`config.mk`:
```
export PLATFORM = sky130hd
export DESIGN_NAME = d4dwt_ctrl
export DESIGN_NICKNAME = d
export VERILOG_FILES = /design/src/hw/rtl/d4dwt_pkg.sv /design/src/hw/rtl/d4dwt_ctrl.sv
export SDC_FILE = /design/constraint.sdc
export NUM_CORES = 1
export LEC_CHECK = 0
export ABC_CLOCK_PERIOD_IN_PS = 5400
export BUFFER_PORTS_ARGS = -buffer_cell sky130_fd_sc_hd__buf_2
export CORE_MARGIN = 3
export CORE_UTILIZATION = 35
export DETAILED_ROUTE_END_ITERATION = 10
export PLACE_DENSITY_LB_ADDON = 0.1
export REMOVE_ABC_BUFFERS = 1
export SYNTH_ARGS = -nofsm -noshare
export SYNTH_HDL_FRONTEND = slang
export SYNTH_SLANG_ARGS = --single-unit
```
`constraint.sdc`:
```
create_clock -name clk_i -period 5.4 [get_ports clk_i]
set_clock_uncertainty 0.2 [all_clocks]
set_input_delay 0.27 -clock clk_i [delete_from_list [all_inputs] [get_ports clk_i]]
set_output_delay 0.27 -clock clk_i [all_outputs]
set_load 0.03 [all_outputs]
```
`src/hw/rtl/d4dwt_pkg.sv`:
```
package d4dwt_pkg;

  localparam int unsigned MaxLog2Rows = 6;
  localparam int unsigned MaxLog2Cols = 6;
  localparam int unsigned Taps        = 4;
  localparam int unsigned AddrW       = MaxLog2Rows + MaxLog2Cols;
  localparam int unsigned PtrW        = AddrW + 1;
  localparam int unsigned LineW       = (MaxLog2Rows > MaxLog2Cols) ? MaxLog2Rows : MaxLog2Cols;
  localparam int unsigned LineCntW    = LineW + 1;
  localparam int unsigned TapW        = 16;
  localparam int unsigned WordW       = 32;
  localparam int unsigned ProdW       = WordW + TapW;
  localparam int unsigned AccW        = ProdW + 2;
  localparam int unsigned CfgIdxW     = 3;
  localparam int unsigned CfgDataW    = 64;

  localparam logic [CfgIdxW-1:0] CFG_LOG2_ROWS     = 3'd0;
  localparam logic [CfgIdxW-1:0] CFG_LOG2_COLS     = 3'd1;
  localparam logic [CfgIdxW-1:0] CFG_COARSEST      = 3'd2;
  localparam logic [CfgIdxW-1:0] CFG_CHANNEL_COUNT = 3'd3;
  localparam logic [CfgIdxW-1:0] CFG_LOWPASS_TAPS  = 3'd4;
  localparam logic [CfgIdxW-1:0] CFG_HIGHPASS_TAPS = 3'd5;

  localparam logic CMD_LOAD = 1'b0;
  localparam logic CMD_READ = 1'b1;

  typedef struct packed {
    logic             ld_wr;
    logic [AddrW-1:0] ld_addr;
    logic             rd;
    logic [AddrW-1:0] rd_addr;
    logic             fill;
    logic [LineW-1:0] fill_idx;
    logic             mac;
    logic [LineW-1:0] lb_idx;
    logic             hp;
    logic [1:0]       tap;
    logic             first;
    logic             last;
    logic [AddrW-1:0] dst;
    logic             out_load;
    logic             out_last_ch;
    logic             out_last_b;
  } d4dwt_cmd_t;

  function automatic logic [2:0] clamp_log2(input logic [2:0] v, input logic [2:0] hi);
    logic [2:0] r;
    r = v;
    if (v == 3'd0) r = 3'd1;
    if (v > hi) r = hi;
    return r;
  endfunction

endpackage

```
`src/hw/rtl/d4dwt_ctrl.sv`:
```
module d4dwt_ctrl (
  input  logic                  clk_i,
  input  logic                  rst_ni,
  input  logic                  in_valid_i,
  input  logic                  in_cmd_i,
  output logic                  in_ready_o,
  input  logic                  out_free_i,
  input  logic [2:0]            log2_rows_i,
  input  logic [2:0]            log2_cols_i,
  input  logic [2:0]            coarsest_i,
  input  logic [4:0]            channel_count_i,
  output d4dwt_pkg::d4dwt_cmd_t cmd_o
);
  import d4dwt_pkg::*;

  typedef enum logic [2:0] {
    ST_IDLE, ST_LEVEL, ST_FILL, ST_FILL_DR, ST_MAC, ST_MAC_DR, ST_RD_ISSUE, ST_RD_DATA
  } state_e;

  state_e              state_q;
  logic [PtrW-1:0]     lp_q, rp_q;
  logic                tf_q;
  logic [3:0]          ch_q;
  logic [2:0]          lm_q, ln_q, lev_q;
  logic                pass_q;
  logic [LineCntW-1:0] line_q, e_q;
  logic [LineW-1:0]    i_q;
  logic [2:0]          k_q;
  logic [2:0]          drain_q;

  logic [2:0]          jm, jn, len_log, lines_log;
  logic [4:0]          chans;
  logic [PtrW-1:0]     size;
  logic [LineCntW-1:0] len_m1, lines_m1, idx7, two_i, dst_e;
  logic [LineW-1:0]    half_m1;
  logic                accept, last_ch, last_b;

  function automatic logic [AddrW-1:0] addr_of(input logic [LineCntW-1:0] a,
                                              input logic [LineCntW-1:0] b,
                                              input logic [2:0] sh);
    return (AddrW'(a) << sh) | AddrW'(b);
  endfunction

  always_comb begin
    jm        = clamp_log2(log2_rows_i, 3'(MaxLog2Rows));
    jn        = clamp_log2(log2_cols_i, 3'(MaxLog2Cols));
    chans     = (channel_count_i == 5'd0) ? 5'd1 :
                (channel_count_i > 5'd16) ? 5'd16 : channel_count_i;
    size      = PtrW'(1) << (4'(jm) + 4'(jn));
    len_log   = pass_q ? ln_q : lm_q;
    lines_log = pass_q ? lm_q : ln_q;
    len_m1    = LineCntW'((LineCntW'(1) << len_log) - LineCntW'(1));
    lines_m1  = LineCntW'((LineCntW'(1) << lines_log) - LineCntW'(1));
    half_m1   = LineW'(len_m1 >> 1);
    two_i     = {i_q, 1'b0};
    idx7      = k_q[2] ? LineCntW'(two_i + LineCntW'(5) - LineCntW'(k_q))
                       : LineCntW'(two_i + LineCntW'(k_q));
    dst_e     = k_q[2] ? LineCntW'(i_q) + LineCntW'(half_m1) + LineCntW'(1) : LineCntW'(i_q);
    last_ch   = (PtrW'(rp_q + PtrW'(1)) >= size);
    last_b    = last_ch && ((5'(ch_q) + 5'd1) >= chans);
    in_ready_o = (state_q == ST_IDLE);
    accept    = in_ready_o && in_valid_i;

    cmd_o             = '0;
    cmd_o.ld_wr       = accept && (in_cmd_i == CMD_LOAD) && !tf_q && (lp_q < size);
    cmd_o.ld_addr     = lp_q[AddrW-1:0];
    cmd_o.fill_idx    = e_q[LineW-1:0];
    cmd_o.lb_idx      = LineW'(idx7 & len_m1);
    cmd_o.hp          = k_q[2];
    cmd_o.tap         = k_q[1:0];
    cmd_o.first       = (k_q[1:0] == 2'd0);
    cmd_o.last        = (k_q[1:0] == 2'd3);
    cmd_o.out_last_ch = last_ch;
    cmd_o.out_last_b  = last_b;
    cmd_o.rd_addr     = pass_q ? addr_of(e_q, line_q, jm) : addr_of(line_q, e_q, jm);
    cmd_o.dst         = pass_q ? addr_of(dst_e, line_q, jm) : addr_of(line_q, dst_e, jm);
    unique case (state_q)
      ST_FILL: begin
        cmd_o.rd   = 1'b1;
        cmd_o.fill = 1'b1;
      end
      ST_MAC:  cmd_o.mac = 1'b1;
      ST_RD_ISSUE: begin
        cmd_o.rd      = out_free_i;
        cmd_o.rd_addr = rp_q[AddrW-1:0];
      end
      ST_RD_DATA: cmd_o.out_load = 1'b1;
      default: ;
    endcase
  end

  always_ff @(posedge clk_i or negedge rst_ni) begin
    if (!rst_ni) begin
      state_q <= ST_IDLE;
      lp_q    <= '0;
      rp_q    <= '0;
      tf_q    <= 1'b0;
      ch_q    <= '0;
      lm_q    <= '0;
      ln_q    <= '0;
      lev_q   <= '0;
      pass_q  <= 1'b0;
      line_q  <= '0;
      e_q     <= '0;
      i_q     <= '0;
      k_q     <= '0;
      drain_q <= '0;
    end else begin
      unique case (state_q)
        ST_IDLE: begin
          if (cmd_o.ld_wr) lp_q <= PtrW'(lp_q + PtrW'(1));
          if (accept && in_cmd_i == CMD_READ) begin
            if (tf_q) begin
              state_q <= ST_RD_ISSUE;
            end else begin
              lm_q    <= jm;
              ln_q    <= jn;
              lev_q   <= (jm > jn) ? jm : jn;
              state_q <= ST_LEVEL;
            end
          end
        end
        ST_LEVEL: begin
          line_q <= '0;
          e_q    <= '0;
          if (lev_q > coarsest_i) begin
            pass_q  <= !(lm_q > coarsest_i);
            state_q <= ST_FILL;
          end else begin
            tf_q    <= 1'b1;
            state_q <= ST_RD_ISSUE;
          end
        end
        ST_FILL: begin
          if (e_q == len_m1) begin
            e_q     <= '0;
            state_q <= ST_FILL_DR;
          end else begin
            e_q <= LineCntW'(e_q + LineCntW'(1));
          end
        end
        ST_FILL_DR: begin
          i_q     <= '0;
          k_q     <= '0;
          state_q <= ST_MAC;
        end
        ST_MAC: begin
          k_q <= 3'(k_q + 3'd1);
          if (k_q == 3'd7) begin
            if (i_q == half_m1) begin
              drain_q <= '0;
              state_q <= ST_MAC_DR;
            end else begin
              i_q <= LineW'(i_q + LineW'(1));
            end
          end
        end
        ST_MAC_DR: begin
          drain_q <= 3'(drain_q + 3'd1);
          if (drain_q == 3'd3) begin
            if (line_q == lines_m1) begin
              line_q <= '0;
              if (!pass_q && ln_q > coarsest_i) begin
                pass_q  <= 1'b1;
                state_q <= ST_FILL;
              end else begin
                if (lm_q > coarsest_i) lm_q <= 3'(lm_q - 3'd1);
                if (ln_q > coarsest_i) ln_q <= 3'(ln_q - 3'd1);
                lev_q   <= 3'(lev_q - 3'd1);
                state_q <= ST_LEVEL;
              end
            end else begin
              line_q  <= LineCntW'(line_q + LineCntW'(1));
              state_q <= ST_FILL;
            end
          end
        end
        ST_RD_ISSUE: begin
          if (out_free_i) state_q <= ST_RD_DATA;
        end
        ST_RD_DATA: begin
          state_q <= ST_IDLE;
          if (last_ch) begin
            rp_q <= '0;
            lp_q <= '0;
            tf_q <= 1'b0;
            ch_q <= last_b ? 4'd0 : 4'(ch_q + 4'd1);
          end else begin
            rp_q <= PtrW'(rp_q + PtrW'(1));
          end
        end
        default: state_q <= ST_IDLE;
      endcase
    end
  end

endmodule

```
# --- After elaboration in Yosys (flattened, before gate mapping) ---
# Index checks and enable logic that the tools add are counted.
word_totals:
  register_bits: 70
  output_inout_bits: 61
classes:
  shift: 6
  add_sub_neg: 20
  reduce_logical: 33
  eq_ne: 30
  magnitude_cmp: 10
  n_mux: 74
  n_bitwise: 6
ops:
  columns: ["op", "count"]
  rows:
  - ["$mux W3", 35]
  - ["$or A12 B7 Y12", 4]
  - ["$mux W13", 3]
  - ["$mux W12", 3]
  - ["$shl A7 B3 Y12", 3]
  - ["$ne A2 B2 Y1 const B", 15]
  - ["$pmux W3 S2", 5]
  - ["$mux W7", 4]
  - ["$pmux W7 S2", 2]
  - ["$add A13 B1 Y13 const B", 2]
  - ["$pmux W13 S2", 1]
  - ["$pmux W3 S8", 1]
  - ["$add A7 B1 Y7 const B", 3]
  - ["$mux W6", 3]
  - ["$eq A3 B3 Y1 const B", 5]
  - ["$eq A7 B7 Y1", 2]
  - ["$reduce_and A7 Y1", 2]
  - ["$reduce_bool A2 Y1", 7]
  - ["$shl A1 B3 Y7 const A", 2]
  - ["$sub A7 B2 Y7 const B", 2]
  - ["$ge A13 B13 Y1", 1]
  - ["$lt A13 B13 Y1", 1]
  - ["$shl A1 B4 Y13 const A", 1]
  - ["$gt A3 B3 Y1", 4]
  - ["other kinds (35)", 68]

# --- Longest topological paths before layout ---
# Gate-level depths: netlist (run 1).
depth:
  ltp_word: 9
  ltp_mapped: 21
  mapped_depth_nobuf: 19

# --- Worst setup path after synthesis (run 1) ---
# No wires, ideal clock.
synth_path:
  kind: "input -> register"
  from: "input port log2_rows_i[2]"
  to: "register lp_q[0]"
  path_buffers: 2
  path_slack_ps: 771
  required_time_ps: 5075
  arrival_time_ps: 4304
  path_stages: 18
  path_cell_list: "buf_2 > a21bo_2 > o21ai_4 > clkbuf_1 > ha_1 > inv_1 > fa_1 > nand2b_1 > o21ai_0 > nand2_1 > ha_1 > a21o_1 > a21o_1 > a211oi_1 > o21ai_1 > nor2_1 > a21oi_1 > mux2_2"
synth_rtl:
  columns: ["item", "line", "text"]
  rows:
  - ["start: declaration", "d4dwt_ctrl.sv:8", "input logic [2:0] log2_rows_i,"]
  - ["end signal: assignment", "d4dwt_ctrl.sv:111", "if (cmd_o.ld_wr) lp_q <= PtrW'(lp_q + PtrW'(1));"]
  - ["end: declaration", "d4dwt_ctrl.sv:21", "logic [PtrW-1:0] lp_q, rp_q;"]

==> results of run 1 <==
what timing repair did:
action,in CTS,in global routing
hold endpoints to repair,70,0
hold buffers,1,0
gates resized for setup,0,0
synth_stat cells (7+ instances only):
cell	instances	area share
xnor2_1	28	0.031
ha_1	76	0.12
nand2b_1	18	0.014
or2_2	8	0.0063
nor2_1	70	0.033
buf_4	20	0.019
a211oi_1	11	0.010
xor2_1	11	0.012
nor3_1	24	0.015
o21ai_0	53	0.034
nand3_1	45	0.028
nor2b_1	10	0.0079
clkbuf_1	39	0.019
a21oi_1	52	0.033
mux2i_1	23	0.029
nand2_1	115	0.055
and3_1	16	0.013
inv_1	56	0.027
dfrtp_1	70	0.22
o21a_1	8	0.0076
a21o_1	26	0.025
nor4_1	12	0.0095
o31ai_1	11	0.010
o22ai_1	7	0.0055
a31oi_1	12	0.0095
nand4_1	12	0.0095
state kept, by name (all words and copies together), names as in the netlist:
| signal | flops |
|---|---|
| pass_q | 1 |
| lm_q | 3 |
| i_q | 6 |
| tf_q | 1 |
| ln_q | 3 |
| ch_q | 4 |
| drain_q | 3 |
| lev_q | 3 |
| lp_q | 13 |
| e_q | 7 |
| line_q | 7 |
| state_q | 3 |
| rp_q | 13 |
| k_q | 3 |
power breakdown:
group,switching (mW),internal (mW)
combinational,2.15,1.18
clock,0.265,0.316
sequential,0.313,0.677
tightest hold or removal path: stages:
cell      delay (ns)
buf_2           0.14
nor2_1          0.11
a311oi_1        0.05
metal layers:
| layer | track usage | vias to the layer above | wire length [um] |
|---|---|---|---|
| met5 | 0 | - | 8 |
| met4 | 0.0409 | 2 | 263 |
| met3 | 0.0332 | 18 | 1200 |
| met2 | 0.306 | 182 | 11000 |
| met1 | 0.294 | 3550 | 11900 |
| li1 | - | 3656 | - |
path summary, 6_finish.rpt:
path	slack (ns)	from	depth (start not counted)	to
worst max-delay path	0.52	log2_rows_i[0]	17	cmd_o[1]
worst min-delay path	0.07	log2_cols_i[2]	3	ln_q[2]$_DFFE_PN0P_
worst max register to register	0.81	pass_q$_DFFE_PN0P_	13	state_q[1]$_DFFE_PN0P_
worst min register to register	0.30	drain_q[2]$_DFFE_PN0P_	2	drain_q[2]$_DFFE_PN0P_
max in group asynchronous	3.91	rst_ni	2	e_q[5]$_DFFE_PN0P_
min in group asynchronous	0.41	rst_ni	2	ch_q[0]$_DFFE_PN0P_
per-stage QoR:
step | instances | cell area (um^2) | setup slack (ns) | utilization | hold slack (ns)
floorplan | 918 | 7490 | 0.853 | - | -0.226
global placement | 1288 | 8330 | 0.706 | 0.378 | 0.277
detailed placement | 1288 | 8330 | 0.534 | 0.378 | 0.288
CTS | 1305 | 8620 | 0.518 | 0.391 | 0.0674
global route | 1305 | 8620 | 0.212 | 0.391 | 0.120
finish | 1305 | 8620 | 0.525 | 0.391 | 0.0691
cell type report:
cell class              count  area [um^2]
fillers                  2304        13400
multi-input cells         789         5520
inverters                  59          221
repair buffers             91          490
clock inverters             7         56.3
well taps                 280          350
clock buffers               9          225
flip-flops and latches     70         1750
cells by family (layout without fill, tap and decap cells):
logic type | after synthesis | in the layout | share of synthesized area
multiplexers | 37 | 37 | 0.0581
buffers and inverters | 137 | 166 | 0.0805
adder cells (fa/ha/maj) | 81 | 81 | 0.132
flip-flops | 70 | 70 | 0.221
AND/OR/NAND/NOR | 363 | 363 | 0.224
AO/OA/AOI/OAI | 269 | 269 | 0.241
XOR/XNOR | 39 | 39 | 0.0432
==> impl_metrics.ini, run 1 <==
[timing]
slew_viol_final = 0
fmax_mhz = 205
worst_slew_pin_slew_ns = 0.998
hold_viol_final = 0
tns_ns = 0
maxSlewHeadroom = 0.334
period_minus_slack_ns = 4.88
period_share = 0.903
rsz0062_at_grt = false
finalSetupViolations = 0

[min_path]
hold_class = primary input to flop

[synth]
syn_area_per_cell_um2 = 7.94
ys_ff_latch = 70
synth_cells = 996
ys_warn_count = 0
async_reset_ff_frac = 1.00
syn_area_mm2 = 0.00791
ys.flop_type = dfrtp_1
synth_cell_type_count = 91
synth.yosys.seq_area_share = 0.221
synth_edf_count = 0

[setup_path]
max_stage_delay_ns = 0.45
worstPathArrival_ns = 4.41
critPathSlowestCell = fa_1
setup.worst_path.end_class = primary output
crit_path_max_fanout = 14
cp-start-kind = primary input
crit_chain = buf_2 > a21bo_2 > o21ai_4 > ha_1 > inv_1 > fa_1 > or2_2 > a21oi_1 > nand2_1 > ha_1 > a21o_1 > a21o_1 > a221oi_1 > o211ai_1 > nand2_1 > clkinv_1 > buf_2
critPathTopFamily = compound AO/OA/AOI/OAI gates
critPathBufInv = 4
required_ns = 4.93
critPathKind = primary input to primary output

[final_layout]
syn_to_final_growth_pct = 8.94
diodes = 0
layout_common_cells = nand2_1 (115), buf_2 (78), ha_1 (76), nor2_1 (70), dfrtp_1 (70)
drive_above_1_share = 0.155
nets = 1119
final_common_cell = nand2_1

[global_routing]
overflow = 0
grt_max_degree = 71
track_usage = 0.199
antenna_found_initial = 1
first_global_vias = 6853
grt_first_pass_wirelength_mm = 39.1

[pwr]
finalPower_mw = 4.90
peakVddDrop_mv = 0.217
powerDensity_mw_per_mm2 = 569
cellLeakagePower_nw = 3.99

[clock_network]
htreeDepth = 3
tritoncts = yes
cts_buffers = 9
clk_pin_slew_ns = 0.06
root_buffer = clkbuf_16
cts_setup_buffers = 0
numClockSinks = 70
clock_path_buffers = 2
clock_latency_ns = 0.34

[detailed_routing]
wl_per_cell_um = 18.7
drt_iter0_markers = 439
wl_mm = 24.4
antenna_left = 0
dr_total_vias = 7408
vias_per_cell = 5.68
drc_errors = 0
dr.pass1.iters = 5

[placement]
dp_hpwl_mm = 18.5
gp_congestion = 0.851
port_buffers = 79

[die]
initial_core_util = 0.359
ios = 80
die_h_um = 156
core_mm2 = 0.0220
die-area_mm2 = 0.0244
die_width_um = 156
rows = 54

[run_status]
status = finished, final reports clean

[flow_run]
cap_viol_max_count = 0
No activity file was read; power rests on OpenSTA's default activity.
==> inputs of run 2 (changes only) <==
==> constraint.sdc (replaced) <==
create_clock -name clk_i -period 5.4 [get_ports clk_i]
set_clock_uncertainty 0.2 [all_clocks]
set_input_delay 0.27 -clock clk_i [delete_from_list [all_inputs] [get_ports clk_i]]
set_output_delay 0.27 -clock clk_i [all_outputs]
set_load 0.1 [all_outputs]
==> run 2 against run 1 <==
Against the previous run: first-iteration DRC count grew 15%; hold slack better by 0.0056 ns; critical path depth decreased by 4; highest routed layer is now met4; critical endpoint is now cmd_o[12]; sequential share of layout area down 0.41 points.
==> impl_metrics.ini, run 2 (synthesis gave the netlist of run 1 again) <==
[run_status]
status = finished, final reports clean

[setup_path]
required_ns = 4.93
critPathKind = flop to primary output
crit_chain = inv_1 > a31oi_1 > ha_1 > xnor2_1 > ha_1 > nor2b_1 > o311ai_0 > mux2i_1 > a21boi_0 > a21oi_1 > nand3_1 > a31oi_1 > buf_12
critPathTopFamily = compound AO/OA/AOI/OAI gates
max_stage_delay_ns = 0.52
cp_num_cells = 13
ff2ff_path_depth = 12
reg2reg_setup_slack_ns = 1.02
r2r_end = state_q[1]$_DFFE_PN0P_
crit_path_max_fanout = 8
critPathBufInv = 2
cp-start-kind = flop
worstPathArrival_ns = 4.57
critical_path.startpoint = ln_q[0]$_DFFE_PN0P_
crit-reg2reg-launch = ln_q[0]$_DFFE_PN0P_
setup.worst_path.end_class = primary output
critPathSlowestCell = dfrtp_1
endpoint = cmd_o[12]

[timing]
finalSetupViolations = 0
worst_slew_pin_slew_ns = 0.910
slew_viol_final = 0
fmax_mhz = 198
hold_viol_final = 0
maxSlewHeadroom = 0.391
rsz0062_at_grt = false
period_minus_slack_ns = 5.04
period_share = 0.934

[clock_network]
clock_path_buffers = 2
htreeDepth = 3
clk_pin_slew_ns = 0.06
cts_buffers = 9
numClockSinks = 70
tritoncts = yes
cts_setup_buffers = 0
root_buffer = clkbuf_16
clock_latency_ns = 0.35

[die]
die-area_mm2 = 0.0244
ios = 80
rows = 54
core_mm2 = 0.0220
initial_core_util = 0.359
die_h_um = 156
die_width_um = 156

[detailed_routing]
vias_per_cell = 5.69
drc_errors = 0
drt_iter0_markers = 506
wl_mm = 24.3
dr_total_vias = 7437
wl_per_cell_um = 18.6
antenna_left = 0
dr.pass1.iters = 5

[final_layout]
final_cells = 1307
seqCellArea_mm2 = 0.00175
drive_above_1_share = 0.157
reg_top3 = lp_q x13, rp_q x13
n_fill_cell = 2303
layout_common_cells = nand2_1 (115), ha_1 (76), nor2_1 (70), dfrtp_1 (70), buf_2 (70)
diodes = 0
multi_input_area_mm2 = 0.00552
syn_to_final_growth_pct = 11.2
final_common_cell = nand2_1
nets = 1121

[min_path]
hold_depth = 3
hold_class = primary input to flop

[global_routing]
grt_max_degree = 51
use_met2 = 0.307
antenna_found_initial = 0
grt.met1_usage = 0.293
busiest_layer = met2
met3_usage = 0.0210
overflow = 0
grt_first_pass_wirelength_mm = 39.1
track_usage = 0.199
first_global_vias = 7064

[placement]
port_buffers = 79
dp_cells = 1290
dp_hpwl_mm = 18.5
gp_congestion = 0.861

[flow_run]
cap_viol_max_count = 0
run 2: tightest hold or removal path: stages:
cell      delay [ns]
buf_2           0.14
nor2_1          0.11
a311oi_1        0.05
run 2: what timing repair did:
| item | CTS | global route |
|---|---|---|
| gates resized for setup | 0 | 0 |
| hold endpoints to repair | 20 | 0 |
| hold buffers | 1 | 0 |
run 2: final cells by class:
cell class | count | area share
clock buffers | 9 | 0.0256
clock inverters | 7 | 0.0110
inverters | 59 | 0.0252
multi-input cells | 789 | 0.628
flip-flops and latches | 70 | 0.199
well taps | 280 | 0.0398
repair buffers | 93 | 0.0712
run 2: metrics by stage:
| step | util | TNS [ns] | setup slack (ns) | hold WS, ns | instance area (um^2) |
|---|---|---|---|---|---|
| floorplan | - | -3.22 | -2.20 | -0.226 | 7490 |
| global placement | 0.384 | 0 | 0.581 | -0.0145 | 8460 |
| detailed placement | 0.384 | 0 | 0.505 | -0.0173 | 8460 |
| CTS | 0.399 | 0 | 0.402 | 0.0664 | 8790 |
| global route | 0.399 | 0 | 0.0887 | 0.0917 | 8790 |
| finish | 0.399 | 0 | 0.359 | 0.0747 | 8790 |
run 2: how the worst min path moves through the flow:
| stage | start | endpoint | slack, ns |
|---|---|---|---|
| after floorplan | rst_ni | ch_q[0]$_DFFE_PN0P_ | -0.23 |
| after CTS | log2_cols_i[2] | ln_q[2]$_DFFE_PN0P_ | 0.07 |
| after global placement | rst_ni | ch_q[0]$_DFFE_PN0P_ | -0.01 |
| after detailed placement | rst_ni | rp_q[8]$_DFFE_PN0P_ | -0.02 |
| final | log2_cols_i[2] | ln_q[2]$_DFFE_PN0P_ | 0.07 |
| after global routing | log2_cols_i[2] | ln_q[2]$_DFFE_PN0P_ | 0.09 |
run 2: per-layer routing:
| metal | vias to the layer above | routed length (um) |
|---|---|---|
| met5 | - | 0 |
| met1 | 3557 | 12100 |
| met3 | 30 | 1080 |
| met4 | 0 | 435 |
| li1 | 3663 | - |
| met2 | 187 | 10800 |
Power of run 2 is left out: the tool's default activity adds up to more than one toggle a clock period on the data nets, which glitch-free logic cannot reach.
==> inputs of run 3 (changes only) <==
--- a/config.mk
+++ b/config.mk
@@ -6,10 +6,10 @@
 export NUM_CORES = 1
 export LEC_CHECK = 0
 export ABC_CLOCK_PERIOD_IN_PS = 5400
-export BUFFER_PORTS_ARGS = -buffer_cell sky130_fd_sc_hd__buf_2
 export CORE_MARGIN = 3
 export CORE_UTILIZATION = 35
 export DETAILED_ROUTE_END_ITERATION = 10
+export DONT_BUFFER_PORTS = 1
 export PLACE_DENSITY_LB_ADDON = 0.1
 export REMOVE_ABC_BUFFERS = 1
 export SYNTH_ARGS = -nofsm -noshare
==> run 3 against run 2 <==
Against the previous run: sequential share of layout area barely moved; final area barely moved; via count fell by 2.6%; utilization barely moved; maximum frequency rose by 2.8%; flip-flop and latch count did not move; count of clock-buffer cells in the layout rose by 2; first-iteration DRC count fell by 23%; critical path type unchanged.
==> impl_metrics.ini, run 3 (synthesis gave the netlist of run 1 again) <==
[detailed_routing]
antenna_left = 0
drc_errors = 0
wl_per_cell_um = 19.3
met3WireLength_mm = 1.10
top_layer_used = met4
wl_mm = 24.3
drt_iter0_markers = 388
dr_total_vias = 7242
dr.pass1.iters = 5
vias_per_cell = 5.75
dr_wl_met2_mm = 11.0
wl_met1_mm = 12.0

[final_layout]
syn_to_final_growth_pct = 11.2
n_fill_cell = 2264
diodes = 0
final_common_cell = nand2_1
reg_top3 = lp_q x13, rp_q x13
drive_above_1_share = 0.141
layout_common_cells = nand2_1 (115), ha_1 (76), dfrtp_1 (68), nor2_1 (64), inv_1 (56)
nets = 1074
final_cells = 1260
postLayoutCoreUtil = 0.399

[global_routing]
antenna_found_initial = 0
track_usage = 0.200
overflow = 0
grt_max_degree = 71
grt_first_pass_wirelength_mm = 39.1
first_global_vias = 6893

[setup_path]
setup.worst_path.end_class = primary output
required_ns = 4.93
worstPathArrival_ns = 4.44
crit_chain = inv_1 > a31oi_1 > ha_1 > xnor2_1 > fa_1 > a211o_1 > and2_1 > o31ai_1 > mux2i_1 > mux2i_1 > and2_1 > o32a_1 > buf_12
critPathSlowestCell = o31ai_1
max_stage_delay_ns = 0.53
cp-start-kind = flop
critPathKind = flop to primary output
crit_path_max_fanout = 8

[timing]
maxSlewHeadroom = 0.196
holdWs_ns = 0.144
fmax_mhz = 204
period_share = 0.909
hold_viol_final = 0
slew_viol_final = 0
rsz0062_at_grt = false
period_minus_slack_ns = 4.91
worst_slew_pin_slew_ns = 1.21
finalSetupViolations = 0

[run_status]
status = finished, final reports clean

[die]
die_width_um = 156
initial_core_util = 0.359
ios = 80
rows = 54
die-area_mm2 = 0.0244
core_mm2 = 0.0220
die_h_um = 156

[placement]
dp_cells = 1240
port_buffers = 0
dp_hpwl_mm = 18.4
gp_congestion = 0.819

[clock_network]
clock_latency_ns = 0.34
root_buffer = clkbuf_16
tritoncts = yes
htreeDepth = 3
clock_path_buffers = 2
cts_setup_buffers = 0
cts_buffers = 9
numClockSinks = 70
clk_pin_slew_ns = 0.06

[flow_run]
cap_viol_max_count = 0

[min_path]
hold_class = primary input to flop
-- run 3: cell types whose count changed in the layout (fill, tap and decap cells not counted), moves of 3 or more --
cell        delta
a21oi_1        -3
a21oi_2        +3
a31oi_1        -3
a31oi_2        +3
buf_16         +3
buf_2         -70
buf_4         +18
clkinvlp_4     +3
nor2_1         -6
nor2_2         +6
o21ai_0        -3
o21ai_2        +3
o31ai_1        -5
o31ai_4        +5
-- run 3: critical path, delay by kind of cell, from the launching register on --
family                     cells  cell delay (ns)
AOI/OAI and AO/OA              4             1.49
adders and majority gates      2             0.85
DFF                            1             0.52
buffers and inverters          2             0.37
muxes                          2             0.35
and+or+nand+nor                2             0.30
xor gates and xnor gates       1             0.19
-- run 3: final cells by class --
class                      instances  area, um^2  share of cell area
inverter                          59         221              0.0252
sequential                        70        1750               0.199
multi-input combinational        789        5690               0.647
clock inverter                     5        36.3             0.00412
tap                              280         350              0.0398
timing repair buffer              46         513              0.0583
clock buffer                      11         233              0.0265
-- run 3: repair_timing --
action | CTS | global route
endpoints found under the hold margin | 72 | 0
resized for setup | 0 | 1
setup endpoints to repair | 0 | 1
hold buffers | 4 | 0
-- run 3: path summary, 6_finish.rpt --
check / startpoint / end / slack [ns] / depth (start not counted)
max in group asynchronous: rst_ni / k_q[2]$_DFFE_PN0P_ / 4.35 / 2
setup reg to reg: pass_q$_DFFE_PN0P_ / state_q[1]$_DFFE_PN0P_ / 0.92 / 13
setup / recovery: ln_q[0]$_DFFE_PN0P_ / cmd_o[7] / 0.49 / 13
hold / removal: log2_cols_i[1] / lev_q[1]$_DFFE_PN0P_ / 0.14 / 4
hold reg to reg: drain_q[2]$_DFFE_PN0P_ / drain_q[2]$_DFFE_PN0P_ / 0.28 / 2
min in group asynchronous: rst_ni / lp_q[6]$_DFFE_PN0P_ / 0.29 / 2
-- run 3: stage by stage --
step	TNS, ns	instance area, um^2	worst slack (ns)
6_report	0	8800	0.494
5_1_grt	0	8800	0.144
4_1_cts	0	8800	0.435
3_5_place_dp	0	8470	0.520
3_3_place_gp	0	8470	0.670
2_1_floorplan	-3.22	7490	-2.20
-- run 3: layer usage --
layer | vias up | track usage
met1 | 3457 | 0.290
met4 | 0 | 0.0479
met5 | - | 0
met2 | 191 | 0.312
met3 | 23 | 0.0346
li1 | 3571 | -
Power of run 3 is left out for the same reason.
